**src/rtl/cba_pkg.sv**
```systemverilog
// ----------------------------------------------------------------------------
// cba_pkg
// Shared types and constants of the chunked bump allocator: field widths,
// result status codes, sequencer states and the result of the shared adder.
// ----------------------------------------------------------------------------
`default_nettype none

package cba_pkg;

    localparam int REQ_W    = 13;  // request element count
    localparam int EB_W     = 7;   // element byte size register
    localparam int TOT_W    = REQ_W + EB_W;  // exact byte total of a request
    localparam int STATUS_W = 2;
    localparam int IDX_O_W  = 4;   // chunk index field on the result port
    localparam int OFF_O_W  = 13;  // byte offset field on the result port
    // Wide enough for a fill level of up to 65536 plus any byte total.
    localparam int SUM_W    = TOT_W + 1;

    localparam logic [EB_W-1:0] EB_RESET = 7'd4;

    typedef enum logic [STATUS_W-1:0] {
        ST_GRANT    = 2'd0,
        ST_TOO_BIG  = 2'd1,
        ST_NO_CHUNK = 2'd2
    } t_status;

    typedef enum logic [4:0] {
        S_IDLE   = 5'b00001,
        S_MUL    = 5'b00010,
        S_SIZE   = 5'b00100,
        S_SEARCH = 5'b01000,
        S_DONE   = 5'b10000
    } t_state;

    typedef struct packed {
        logic             fit;
        logic [SUM_W-1:0] sum;
    } t_unit_res;

endpackage

`default_nettype wire

```
**src/rtl/cba_unit.sv**
```systemverilog
// ----------------------------------------------------------------------------
// cba_unit
// Shared add and compare unit: adds a byte total to a base fill level and
// tells whether the sum still fits in one chunk.
// ----------------------------------------------------------------------------
`default_nettype none

module cba_unit import cba_pkg::*; #(
    parameter int CHUNK_BYTES = 4096
) (
    input  wire logic [SUM_W-1:0] i_base,
    input  wire logic [TOT_W-1:0] i_total,
    output t_unit_res             o_res
);

    logic [SUM_W-1:0] sum;

    assign sum       = i_base + SUM_W'(i_total);
    assign o_res.sum = sum;
    assign o_res.fit = (sum <= SUM_W'(CHUNK_BYTES));

endmodule

`default_nettype wire

```
**src/rtl/cba_fill_mem.sv**
```systemverilog
// ----------------------------------------------------------------------------
// cba_fill_mem
// Fill level store with one write and one registered read port. A valid bit
// per entry makes an entry that was never written read as zero.
// ----------------------------------------------------------------------------
`default_nettype none

module cba_fill_mem import cba_pkg::*; #(
    parameter int DEPTH = 16,
    parameter int AW    = 4,
    parameter int DW    = 13
) (
    input  wire logic          i_clk,
    input  wire logic          i_rst_n,
    input  wire logic          i_wr_en,
    input  wire logic [AW-1:0] i_wr_addr,
    input  wire logic [DW-1:0] i_wr_data,
    input  wire logic [AW-1:0] i_rd_addr,
    output logic      [DW-1:0] o_rd_data
);

    logic [DW-1:0]    r_mem [DEPTH];
    logic [DEPTH-1:0] r_valid;
    logic [DW-1:0]    r_rd_data;
    logic             r_rd_valid;

    always_ff @(posedge i_clk) begin
        if (i_wr_en) begin
            r_mem[i_wr_addr] <= i_wr_data;
        end
        r_rd_data <= r_mem[i_rd_addr];
    end

    always_ff @(posedge i_clk) begin
        if (!i_rst_n) begin
            r_valid    <= '0;
            r_rd_valid <= 1'b0;
        end else begin
            if (i_wr_en) begin
                r_valid[i_wr_addr] <= 1'b1;
            end
            r_rd_valid <= r_valid[i_rd_addr];
        end
    end

    assign o_rd_data = r_rd_valid ? r_rd_data : '0;

endmodule

`default_nettype wire

```
**src/rtl/chunked_bump_allocator_unit.sv**
```systemverilog
// Once a request is taken, its byte total is formed from the element count and
// size and checked against the chunk size; an oversized request is refused
// without a search, any other visits 1 to MAX_CHUNKS chunks. A new request is
// taken only after the last result is taken. The chunk search reads one fill
// level per cycle from the single read port of the fill store, newest first.
// Reset (synchronous, active low) opens chunk 0 only, empties every chunk and
// sets the element size to 4 bytes.
// ----------------------------------------------------------------------------
// chunked_bump_allocator_unit
// Bump allocator over a bounded pool of fixed-size chunks, searched by a
// small sequencer around one shared add and compare unit.
// ----------------------------------------------------------------------------
`default_nettype none

module chunked_bump_allocator_unit import cba_pkg::*; #(
    parameter int CHUNK_BYTES = 4096,
    parameter int MAX_CHUNKS  = 16
) (
    input  wire logic                i_clk,
    input  wire logic                i_rst_n,
    input  wire logic                i_cfg_valid,
    output logic                     o_cfg_ready,
    input  wire logic [EB_W-1:0]     i_cfg_data,
    input  wire logic                i_req_valid,
    output logic                     o_req_ready,
    input  wire logic [REQ_W-1:0]    i_req_count,
    output logic                     o_rsp_valid,
    input  wire logic                i_rsp_ready,
    output logic      [STATUS_W-1:0] o_status,
    output logic      [IDX_O_W-1:0]  o_chunk_index,
    output logic      [OFF_O_W-1:0]  o_byte_offset,
    output logic                     o_opened_chunk
);

    localparam int FW   = $clog2(CHUNK_BYTES + 1);
    localparam int IW   = (MAX_CHUNKS > 1) ? $clog2(MAX_CHUNKS) : 1;
    localparam int OW   = $clog2(MAX_CHUNKS + 1);
    localparam int IXW  = (IW > IDX_O_W) ? IW : IDX_O_W;
    localparam int OXW  = (FW > OFF_O_W) ? FW : OFF_O_W;

    t_state           r_state, n_state;
    logic [EB_W-1:0]  r_eb;
    logic [REQ_W-1:0] r_count;
    logic [TOT_W-1:0] r_total, n_total;
    logic [OW-1:0]    r_open, n_open;
    logic [IW-1:0]    r_ptr, n_ptr;
    t_status          r_status, n_status;
    logic [IW-1:0]    r_idx, n_idx;
    logic [FW-1:0]    r_off, n_off;
    logic             r_opened, n_opened;

    logic             wr_en;
    logic [IW-1:0]    wr_addr;
    logic [FW-1:0]    wr_data;
    logic [FW-1:0]    rd_fill;
    logic [SUM_W-1:0] unit_base;
    t_unit_res        unit_res;
    logic [OW-1:0]    open_m1;
    logic [IXW-1:0]   idx_ext;
    logic [OXW-1:0]   off_ext;

    cba_unit #(
        .CHUNK_BYTES (CHUNK_BYTES)
    ) u_unit (
        .i_base  (unit_base),
        .i_total (r_total),
        .o_res   (unit_res)
    );

    cba_fill_mem #(
        .DEPTH (MAX_CHUNKS),
        .AW    (IW),
        .DW    (FW)
    ) u_fill_mem (
        .i_clk     (i_clk),
        .i_rst_n   (i_rst_n),
        .i_wr_en   (wr_en),
        .i_wr_addr (wr_addr),
        .i_wr_data (wr_data),
        .i_rd_addr (n_ptr),
        .o_rd_data (rd_fill)
    );

    assign open_m1 = r_open - OW'(1);

    // The fill store reads at the next pointer, so in the search state the
    // read data always belongs to the chunk that r_ptr names.
    always_comb begin
        n_state   = r_state;
        n_total   = r_total;
        n_open    = r_open;
        n_ptr     = r_ptr;
        n_status  = r_status;
        n_idx     = r_idx;
        n_off     = r_off;
        n_opened  = r_opened;
        wr_en     = 1'b0;
        wr_addr   = r_ptr;
        wr_data   = unit_res.sum[FW-1:0];
        unit_base = SUM_W'(rd_fill);
        case (r_state)
            S_IDLE: begin
                if (i_req_valid) begin
                    n_state = S_MUL;
                end
            end
            S_MUL: begin
                n_total = TOT_W'(r_count) * TOT_W'(r_eb);
                n_state = S_SIZE;
            end
            S_SIZE: begin
                unit_base = '0;
                n_status  = ST_GRANT;
                n_idx     = '0;
                n_off     = '0;
                n_opened  = 1'b0;
                n_ptr     = open_m1[IW-1:0];
                if (unit_res.fit) begin
                    n_state = S_SEARCH;
                end else begin
                    n_status = ST_TOO_BIG;
                    n_state  = S_DONE;
                end
            end
            S_SEARCH: begin
                if (unit_res.fit) begin
                    wr_en   = 1'b1;
                    n_idx   = r_ptr;
                    n_off   = rd_fill;
                    n_state = S_DONE;
                end else if (r_ptr == '0) begin
                    if (r_open < OW'(MAX_CHUNKS)) begin
                        wr_en    = 1'b1;
                        wr_addr  = r_open[IW-1:0];
                        wr_data  = r_total[FW-1:0];
                        n_idx    = r_open[IW-1:0];
                        n_opened = 1'b1;
                        n_open   = r_open + OW'(1);
                    end else begin
                        n_status = ST_NO_CHUNK;
                    end
                    n_state = S_DONE;
                end else begin
                    n_ptr = r_ptr - IW'(1);
                end
            end
            S_DONE: begin
                if (i_rsp_ready) begin
                    n_state = S_IDLE;
                end
            end
            default: begin
                n_state = S_IDLE;
            end
        endcase
    end

    always_ff @(posedge i_clk) begin
        if (!i_rst_n) begin
            r_state <= S_IDLE;
            r_open  <= OW'(1);
            r_eb    <= EB_RESET;
        end else begin
            r_state <= n_state;
            r_open  <= n_open;
            if (i_cfg_valid) begin
                r_eb <= i_cfg_data;
            end
        end
    end

    always_ff @(posedge i_clk) begin
        if (r_state == S_IDLE && i_req_valid) begin
            r_count <= i_req_count;
        end
        r_total  <= n_total;
        r_ptr    <= n_ptr;
        r_status <= n_status;
        r_idx    <= n_idx;
        r_off    <= n_off;
        r_opened <= n_opened;
    end

    assign idx_ext = IXW'(r_idx);
    assign off_ext = OXW'(r_off);

    assign o_cfg_ready    = 1'b1;
    assign o_req_ready    = (r_state == S_IDLE);
    assign o_rsp_valid    = (r_state == S_DONE);
    assign o_status       = r_status;
    assign o_chunk_index  = idx_ext[IDX_O_W-1:0];
    assign o_byte_offset  = off_ext[OFF_O_W-1:0];
    assign o_opened_chunk = r_opened;

`ifndef SYNTHESIS
    a_one_at_a_time: assert property (@(posedge i_clk) disable iff (!i_rst_n)
        !(o_req_ready && o_rsp_valid))
        else $error("request taken while a result is pending");

    a_open_range: assert property (@(posedge i_clk) disable iff (!i_rst_n)
        (r_open != '0) && (r_open <= OW'(MAX_CHUNKS)))
        else $error("open chunk count out of range");

    a_open_grants: assert property (@(posedge i_clk) disable iff (!i_rst_n)
        (o_rsp_valid && o_opened_chunk) |-> (o_status == ST_GRANT && o_byte_offset == '0))
        else $error("opened chunk without a grant at offset zero");

    a_refused_zero: assert property (@(posedge i_clk) disable iff (!i_rst_n)
        (o_rsp_valid && o_status != ST_GRANT) |->
            (o_chunk_index == '0 && o_byte_offset == '0 && !o_opened_chunk))
        else $error("refused request carries a location");

    a_open_step: assert property (@(posedge i_clk) disable iff (!i_rst_n)
        (r_state == S_DONE && $past(r_state) == S_SEARCH) |->
            (r_open == $past(r_open) + OW'(r_opened)))
        else $error("open chunk count moved without opening a chunk");
`endif

endmodule

`default_nettype wire
```
**config.mk**
```make
export PLATFORM = sky130hd
export DESIGN_NAME = chunked_bump_allocator_unit
export DESIGN_NICKNAME = d
export VERILOG_FILES = /design/src/rtl/cba_pkg.sv /design/src/rtl/cba_unit.sv /design/src/rtl/cba_fill_mem.sv /design/src/rtl/chunked_bump_allocator_unit.sv
export SDC_FILE = /design/constraint.sdc
export NUM_CORES = 1
export LEC_CHECK = 0
export ABC_AREA = 1
export BUFFER_PORTS_ARGS = -buffer_cell sky130_fd_sc_hd__buf_2
export CORE_ASPECT_RATIO = 0.75
export CORE_MARGIN = 2
export CORE_UTILIZATION = 40
export DETAILED_ROUTE_END_ITERATION = 7
export PLACE_DENSITY = 0.62
export SLEW_MARGIN = 20
export SYNTH_ARGS = -nofsm -noshare
export SYNTH_HDL_FRONTEND = slang
export SYNTH_SLANG_ARGS = --single-unit
```
**constraint.sdc**
```tcl
create_clock -name i_clk -period 13.5 [get_ports i_clk]
set_input_delay 0.675 -clock i_clk [delete_from_list [all_inputs] [get_ports i_clk]]
set_output_delay 0.675 -clock i_clk [all_outputs]
set_load 0.02 [all_outputs]
```
# Yosys cells after proc, flatten, opt, wreduce, memory -nomap -nowiden
# Memories as Yosys holds them, arrays and structs flattened. A register that Yosys moved wholly into a read port is not among the register bits.
# Cells that the tools add are included.
op_classes:
  addsub: 4
  multipliers: 1
  order_cmp: 5
  n_eq_ne: 14
  n_mux: 44
  bitwise: 2
  reduce_logical: 10
ops:
  columns: ["operator", "n"]
  rows:
  - ["13-bit 2-to-1 mux", 7]
  - ["4-bit 2-to-1 mux", 9]
  - ["13-bit one-hot mux with 2 select lines", 1]
  - ["5-bit 2-to-1 mux", 5]
  - ["5-bit one-hot mux with 5 select lines", 1]
  - ["13-bit by 20-bit adder with 21-bit output", 1]
  - ["21-bit by 13-bit less-or-equal comparator with 1-bit output, second input constant", 1]
  - ["13-bit by 7-bit multiplier with 20-bit output", 1]
  - ["16-bit bitwise OR", 1]
  - ["4-bit one-hot mux with 2 select lines", 2]
  - ["1-bit 2-to-1 mux", 12]
  - ["4-bit AND reduction", 3]
  - ["4-bit by 5-bit less-than comparator with 1-bit output, second input constant", 2]
  - ["2-bit != test, second input constant", 5]
  - ["4-bit by 1-bit subtractor with 4-bit output, second input constant", 2]
  - ["2-bit 2-to-1 mux", 3]
  - ["3-bit by 2-bit != test with 1-bit output, second input constant", 2]
  - ["3-bit AND reduction", 2]
  - ["5-bit by 1-bit adder with 5-bit output, second input constant", 1]
  - ["5-bit by 1-bit == test with 1-bit output, second input constant", 1]
  - ["5-bit by 2-bit == test with 1-bit output, second input constant", 1]
  - ["5-bit by 3-bit == test with 1-bit output, second input constant", 1]
  - ["5-bit by 4-bit == test with 1-bit output, second input constant", 1]
  - ["5-bit == test, second input constant", 1]
  - ["other kinds (12)", 14]
word_totals:
  regBits: 91
  ramBits: 208
  output_inout_bits: 23
  wordCells: 93
  n_memories: 1
mem_list:
  columns: ["memory", "depth", "word_bits", "rd", "rd_clocked_by_memory_dff", "write_ports", "line_no", "text"]
  rows:
  - ["u_fill_mem.r_mem", 16, 13, 1, 1, 1, "cba_fill_mem.sv:22", "logic [DW-1:0] r_mem [DEPTH];"]

# Longest topological paths before layout
logic_depth:
  depth_word: 11
  ltp_mapped: 31
  ltp_nobuf: 28

# By module
# A second synthesis with hierarchy kept.
hier_totals:
  hier_cells: 1890
  hier_area_um2: 17200.2
by_module_without_submodules:
  columns: ["mod", "n_inst", "cells_each", "area_each_um2", "seq_area_each_um2"]
  rows:
  - ["cba_fill_mem", 1, 776, 9382.7, 6846.6]
  - ["chunked_bump_allocator_unit", 1, 785, 6241.0, 2011.9]
  - ["cba_unit", 1, 329, 1576.5, 0.0]

# Worst setup path before layout
# No wires, ideal clock.
synth_path:
  path_kind: "reg2reg"
  startpoint: "register r_eb[6]"
  endpoint: "register r_total[18], data pin"
  setup_ns: 0.257
  t_arrival_ns: 4.568
  required_time_ns: 13.243
  path_slack_ns: 8.675
  path_stages_with_launch: 24
  n_path_buf: 1
  synth_period_minus_slack_ns: 4.825
  path_cell_list: "dfxtp_1 -> clkbuf_1 -> nand2_1 -> fa_1 -> fa_1 -> fa_1 -> inv_1 -> fa_1 -> ha_1 -> nand2_1 -> nor2_1 -> nand2_1 -> o211ai_1 -> a21oi_1 -> o21bai_1 -> a21oi_1 -> o21bai_1 -> nand2_1 -> nand2_1 -> nand2_1 -> a21boi_0 -> o21ai_0 -> nand2_1 -> xor2_1"
synth_via:
  elab_chain_len: 1
synth_lines:
  columns: ["element", "line_no", "text"]
  rows:
  - ["start: declaration", "chunked_bump_allocator_unit.sv:42", "logic [EB_W-1:0] r_eb;"]
  - ["start signal: assignment", "chunked_bump_allocator_unit.sv:167", "r_eb <= i_cfg_data;"]
  - ["13-bit by 7-bit multiplier with 20-bit output", "chunked_bump_allocator_unit.sv:108", "n_total = TOT_W'(r_count) * TOT_W'(r_eb);"]
  - ["end signal: assignment", "chunked_bump_allocator_unit.sv:176", "r_total <= n_total;"]
  - ["end: declaration", "chunked_bump_allocator_unit.sv:44", "logic [TOT_W-1:0] r_total, n_total;"]
# Every way passes these cells.
# A chain may end at the register's enable or synchronous reset.

# Worst setup path in the final report
layout_path:
  startpoint: "register u_fill_mem.r_rd_valid"
  endpoint: "memory u_fill_mem.r_mem[5][10] (enable)"
layout_via:
  elab_chain_len: 8
layout_lines:
  columns: ["element", "line_no", "text"]
  rows:
  - ["start: declaration", "cba_fill_mem.sv:25", "logic r_rd_valid;"]
  - ["start signal: assignment", "cba_fill_mem.sv:42", "r_rd_valid <= r_valid[i_rd_addr];"]
  - ["13-bit 2-to-1 mux *", "cba_fill_mem.sv:46", "assign o_rd_data = r_rd_valid ? r_rd_data : '0;"]
  - ["13-bit 2-to-1 mux *", "chunked_bump_allocator_unit.sv:101", "case (r_state)"]
  - ["13-bit by 20-bit adder with 21-bit output *", "cba_unit.sv:18", "assign sum = i_base + SUM_W'(i_total);"]
  - ["21-bit by 13-bit less-or-equal comparator with 1-bit output *", "cba_unit.sv:20", "assign o_res.fit = (sum <= SUM_W'(CHUNK_BYTES));"]
  - ["1-bit 2-to-1 mux", "chunked_bump_allocator_unit.sv:126", "if (unit_res.fit) begin"]
  - ["1-bit 2-to-1 mux", "chunked_bump_allocator_unit.sv:101", null]
  - ["1-bit 2-to-1 mux", "cba_fill_mem.sv:28", "if (i_wr_en) begin"]
  - ["1-bit 2-to-1 mux (not written as such)", "cba_fill_mem.sv:29", "r_mem[i_wr_addr] <= i_wr_data;"]
  - ["end: declaration", "cba_fill_mem.sv:22", null]
# Mark *: on every way between the ends. The rest lies on a longest branch, timed or not.

==> impl_metrics.toml <==
[status]
status = "finished, final reports clean"

[setup_path]
critical_path_buf_inv_count = 3
cp_top_family = "simple AND/OR/NAND/NOR gates"
max_stage_delay_ns = 0.61
crit_arrival_ns = 5.80
path_class = "reg2reg"
worst_setup_path_start_kind = "flop"
cp_slowest_cell = "nand2_1"
crit_path_end_kind = "flop"
crit_fanout = 26
r2r.worst_path.cells = 22
rrSetupSlack_ns = 7.89
r2r_start = "u_fill_mem.r_rd_valid"
required_ns = 13.69
r2r_end = "u_fill_mem.r_mem[5][10]"
crit_chain = "clkinv_1 -> nor3_1 -> ha_1 -> fa_1 -> or2_2 -> nor2_1 -> nand3_1 -> nor2_1 -> nand3_1 -> nor2_1 -> nand3_1 -> nand2_2 -> nand3_4 -> nand2_2 -> inv_2 -> nand2_1 -> nand2_1 -> o21ai_1 -> nand2_1 -> nor2_1 -> nand2_1 -> inv_1"

[floorplan]
die_area_sq_um = 43000
core_sq_um = 40800
start_util_pct = 40.6
io_pins = 48
die_x_um = 239
row_count = 64
die_h_um = 180

[global_route]
grt_max_degree = 80
grt_pass1_wl_mm = 64.8
grt_overflow = 0
grt_use_total_pct = 19.7
antenna_found_initial = 2
grt_pass1_vias = 11100

[synth]
ys_types = 48
synth_seq_cells = 312
yosysWarnings = 0
synth_edf_count = 261
syn_inst = 1670
syn_nets = 1804
netlist_area_sq_um = 16500
yosysSeqAreaShare_pct = 53.6
synth_ff_type = "edfxtp_1"
synth_area_per_cell_sq_um = 9.90
synthArstFlopShare_pct = 0

[timing]
hold_viol = 0
rsz0062_at_grt = "no"
setup_violations = 0
slew_violations = 0
hold_ws_ns = 0.319
min_period_ns = 5.61
finalSetupTns_ns = 0
max_freq_mhz = 178
period_share_pct = 41.5
skew_ns = 0.0295
slew_headroom_pct = 36.8
worstMarginPinSlew_ns = 0.947

[clock_network]
post_cts.repair.setup_buffers = 0
cts-root-buf = "clkbuf_16"
cts.sinks = 312
path_clk_slew_ns = 0.06
clockBufferDepth = 3
holdBufCountCts = 0
cts_tree = "built"
cts_made_buffers = 34
h-tree-depth = 2
cts_resized = 0
clkLatencyLatePin_ns = 0.55

[place]
port_buffers = 46
gp_congestion = 0.931
dp_hpwl_mm = 29.7
dp_cells = 2197
post_dp_cell_area_sq_um = 17200

[final_layout]
seq_area_sq_um = 8860
area_delta_synth_final_pct = 10.9
multi_input_area_sq_um = 6240
drive_gt1_share_pct = 8.85
n_antenna_cell = 0
nFillCells = 3782
nets = 1839
stdcell_area_sq_um = 18300
final_cells = 2257

[min_path]
hold-path-endpoint = "r_count[2]"
hp-start = "i_req_count[2]"
hp-class = "in2reg"
holdPathStages = 1

[power]
power_density_nw_per_um2 = 180
p_leak_nw = 7.79
ir_drop_mv = 0.107

[route]
wl_per_cell_um = 18.6
drt_iter0_markers = 1149
routed_via_density = 5.21
num_vias = 11800
routed_wl_mm = 41.9
dr.pass1.iters = 5
drc = 0
antenna_left = 0

[flow_run]
max_cap_viol_count = 0
==> cells by family (layout without fill, tap and decap cells) <==
family | Yosys count | in the layout | share of synthesized area [%]
flip-flops | 312 | 312 | 53.6
adder cells (fa/ha/maj) | 109 | 109 | 10.7
other | 1 | 1 | 0.0227
buffers and inverters | 363 | 422 | 9.07
AO/OA/AOI/OAI | 236 | 236 | 9.13
AND/OR/NAND/NOR | 628 | 628 | 16.4
XOR/XNOR | 21 | 21 | 1.11
==> power breakdown <==
group	internal (mW)	leakage, nW	switching [mW]	total, mW
Sequential	1.20	2.79	0.0368	1.23
Combinational	0.328	4.46	0.798	1.13
Clock	0.541	0.537	0.394	0.935
==> metal layers <==
| layer | vias up | GRT usage (%) | wire, um |
|---|---|---|---|
| li1 | 5618 | - | - |
| met3 | 48 | 4.63 | 4060 |
| met4 | 0 | 3.98 | 668 |
| met2 | 494 | 27.4 | 16900 |
| met5 | - | 0 | 0 |
| met1 | 5598 | 30.9 | 20300 |
==> synth_stat cells, types with 2 or more instances <==
cell type / n / area [sq um]
buf_2: 17 / 85.1
nand3_2: 2 / 20.0
or2_1: 4 / 25.0
nor2_2: 4 / 25.0
inv_1: 291 / 1090
or2_2: 2 / 12.5
ha_1: 54 / 676
nor2_1: 82 / 308
clkbuf_1: 27 / 101
nand4_1: 8 / 50.1
o211ai_1: 104 / 781
a21oi_2: 3 / 26.3
nand2_4: 2 / 22.5
dfxtp_1: 51 / 1020
nand2_1: 363 / 1360
xnor2_1: 4 / 35.0
nand2_2: 9 / 56.3
nor3_2: 2 / 20.0
xor2_1: 17 / 149
o21bai_1: 5 / 37.5
edfxtp_1: 261 / 7840
o22ai_1: 2 / 12.5
inv_2: 8 / 30.0
buf_6: 13 / 146
nor3_1: 35 / 175
buf_4: 5 / 37.5
a21oi_1: 51 / 255
clkinv_1: 2 / 7.51
nand3_1: 104 / 521
a211oi_1: 3 / 22.5
fa_1: 55 / 1100
o21ai_1: 6 / 30.0
o21ai_0: 50 / 250
nor2_4: 2 / 22.5
a31oi_1: 6 / 37.5
nand3b_1: 4 / 30.0
==> per-stage QoR <==
step                      setup slack (ns)  util (%)  total power [mW]
after CTS                             7.99      45.0              3.30
after detailed placement              8.02      42.2              2.37
after global routing                  7.45      45.0              3.47
final                                 7.89      45.0              3.29
after global placement                8.17      42.2              2.35
after floorplan                       8.67         -              2.00
==> placed cells by master, fill, tap and decap left out, drive strengths merged, types with 17 or more instances in the layout <==
cell type  count
a21oi         54
buf           61
clkbuf        43
dfxtp         51
edfxtp       261
fa            55
ha            54
inv          304
nand2        374
nand3        107
nor2          88
nor3          38
o211ai       105
o21ai         56
xor2          17
==> worst max-delay path by stage <==
stage | start | endpoint | depth (start not counted)
after floorplan | r_eb[6] | r_total[18] | 23
after global placement | u_fill_mem.r_rd_valid | u_fill_mem.r_mem[0][6] | 22
after detailed placement | u_fill_mem.r_rd_valid | u_fill_mem.r_mem[5][6] | 22
after CTS | u_fill_mem.r_rd_valid | u_fill_mem.r_mem[5][10] | 22
after global routing | r_state[0] | u_fill_mem.r_mem[5][9] | 23
final | u_fill_mem.r_rd_valid | u_fill_mem.r_mem[5][10] | 22
==> cell type report <==
class	instances	share of cell area, %
clock buffer	43	4.93
sequential	312	48.3
clock inverter	17	1.12
tap	528	3.60
inverter	301	6.16
multi-input combinational	995	34.0
timing repair buffer	61	1.87
==> worst reg2reg max path, delay by kind of cell, from the launching register on <==
kind,cells,cell delay (ns)
AOI/OAI and AO/OA,1,0.16
DFF,1,0.31
buffers and inverters,3,1.02
adders and majority gates,2,0.68
and+or+nand+nor,16,3.08
==> state kept, by name, indices dropped and copies added, names as in the netlist, 5 cells and up <==
| signal | cells |
|---|---|
| u_fill_mem.r_mem | 208 |
| r_total | 20 |
| u_fill_mem.r_valid | 16 |
| o_byte_offset | 13 |
| r_count | 13 |
| u_fill_mem.r_rd_data | 13 |
| r_eb | 7 |
| r_open | 5 |
| r_state | 5 |
(Power assumes the default switching activity.)
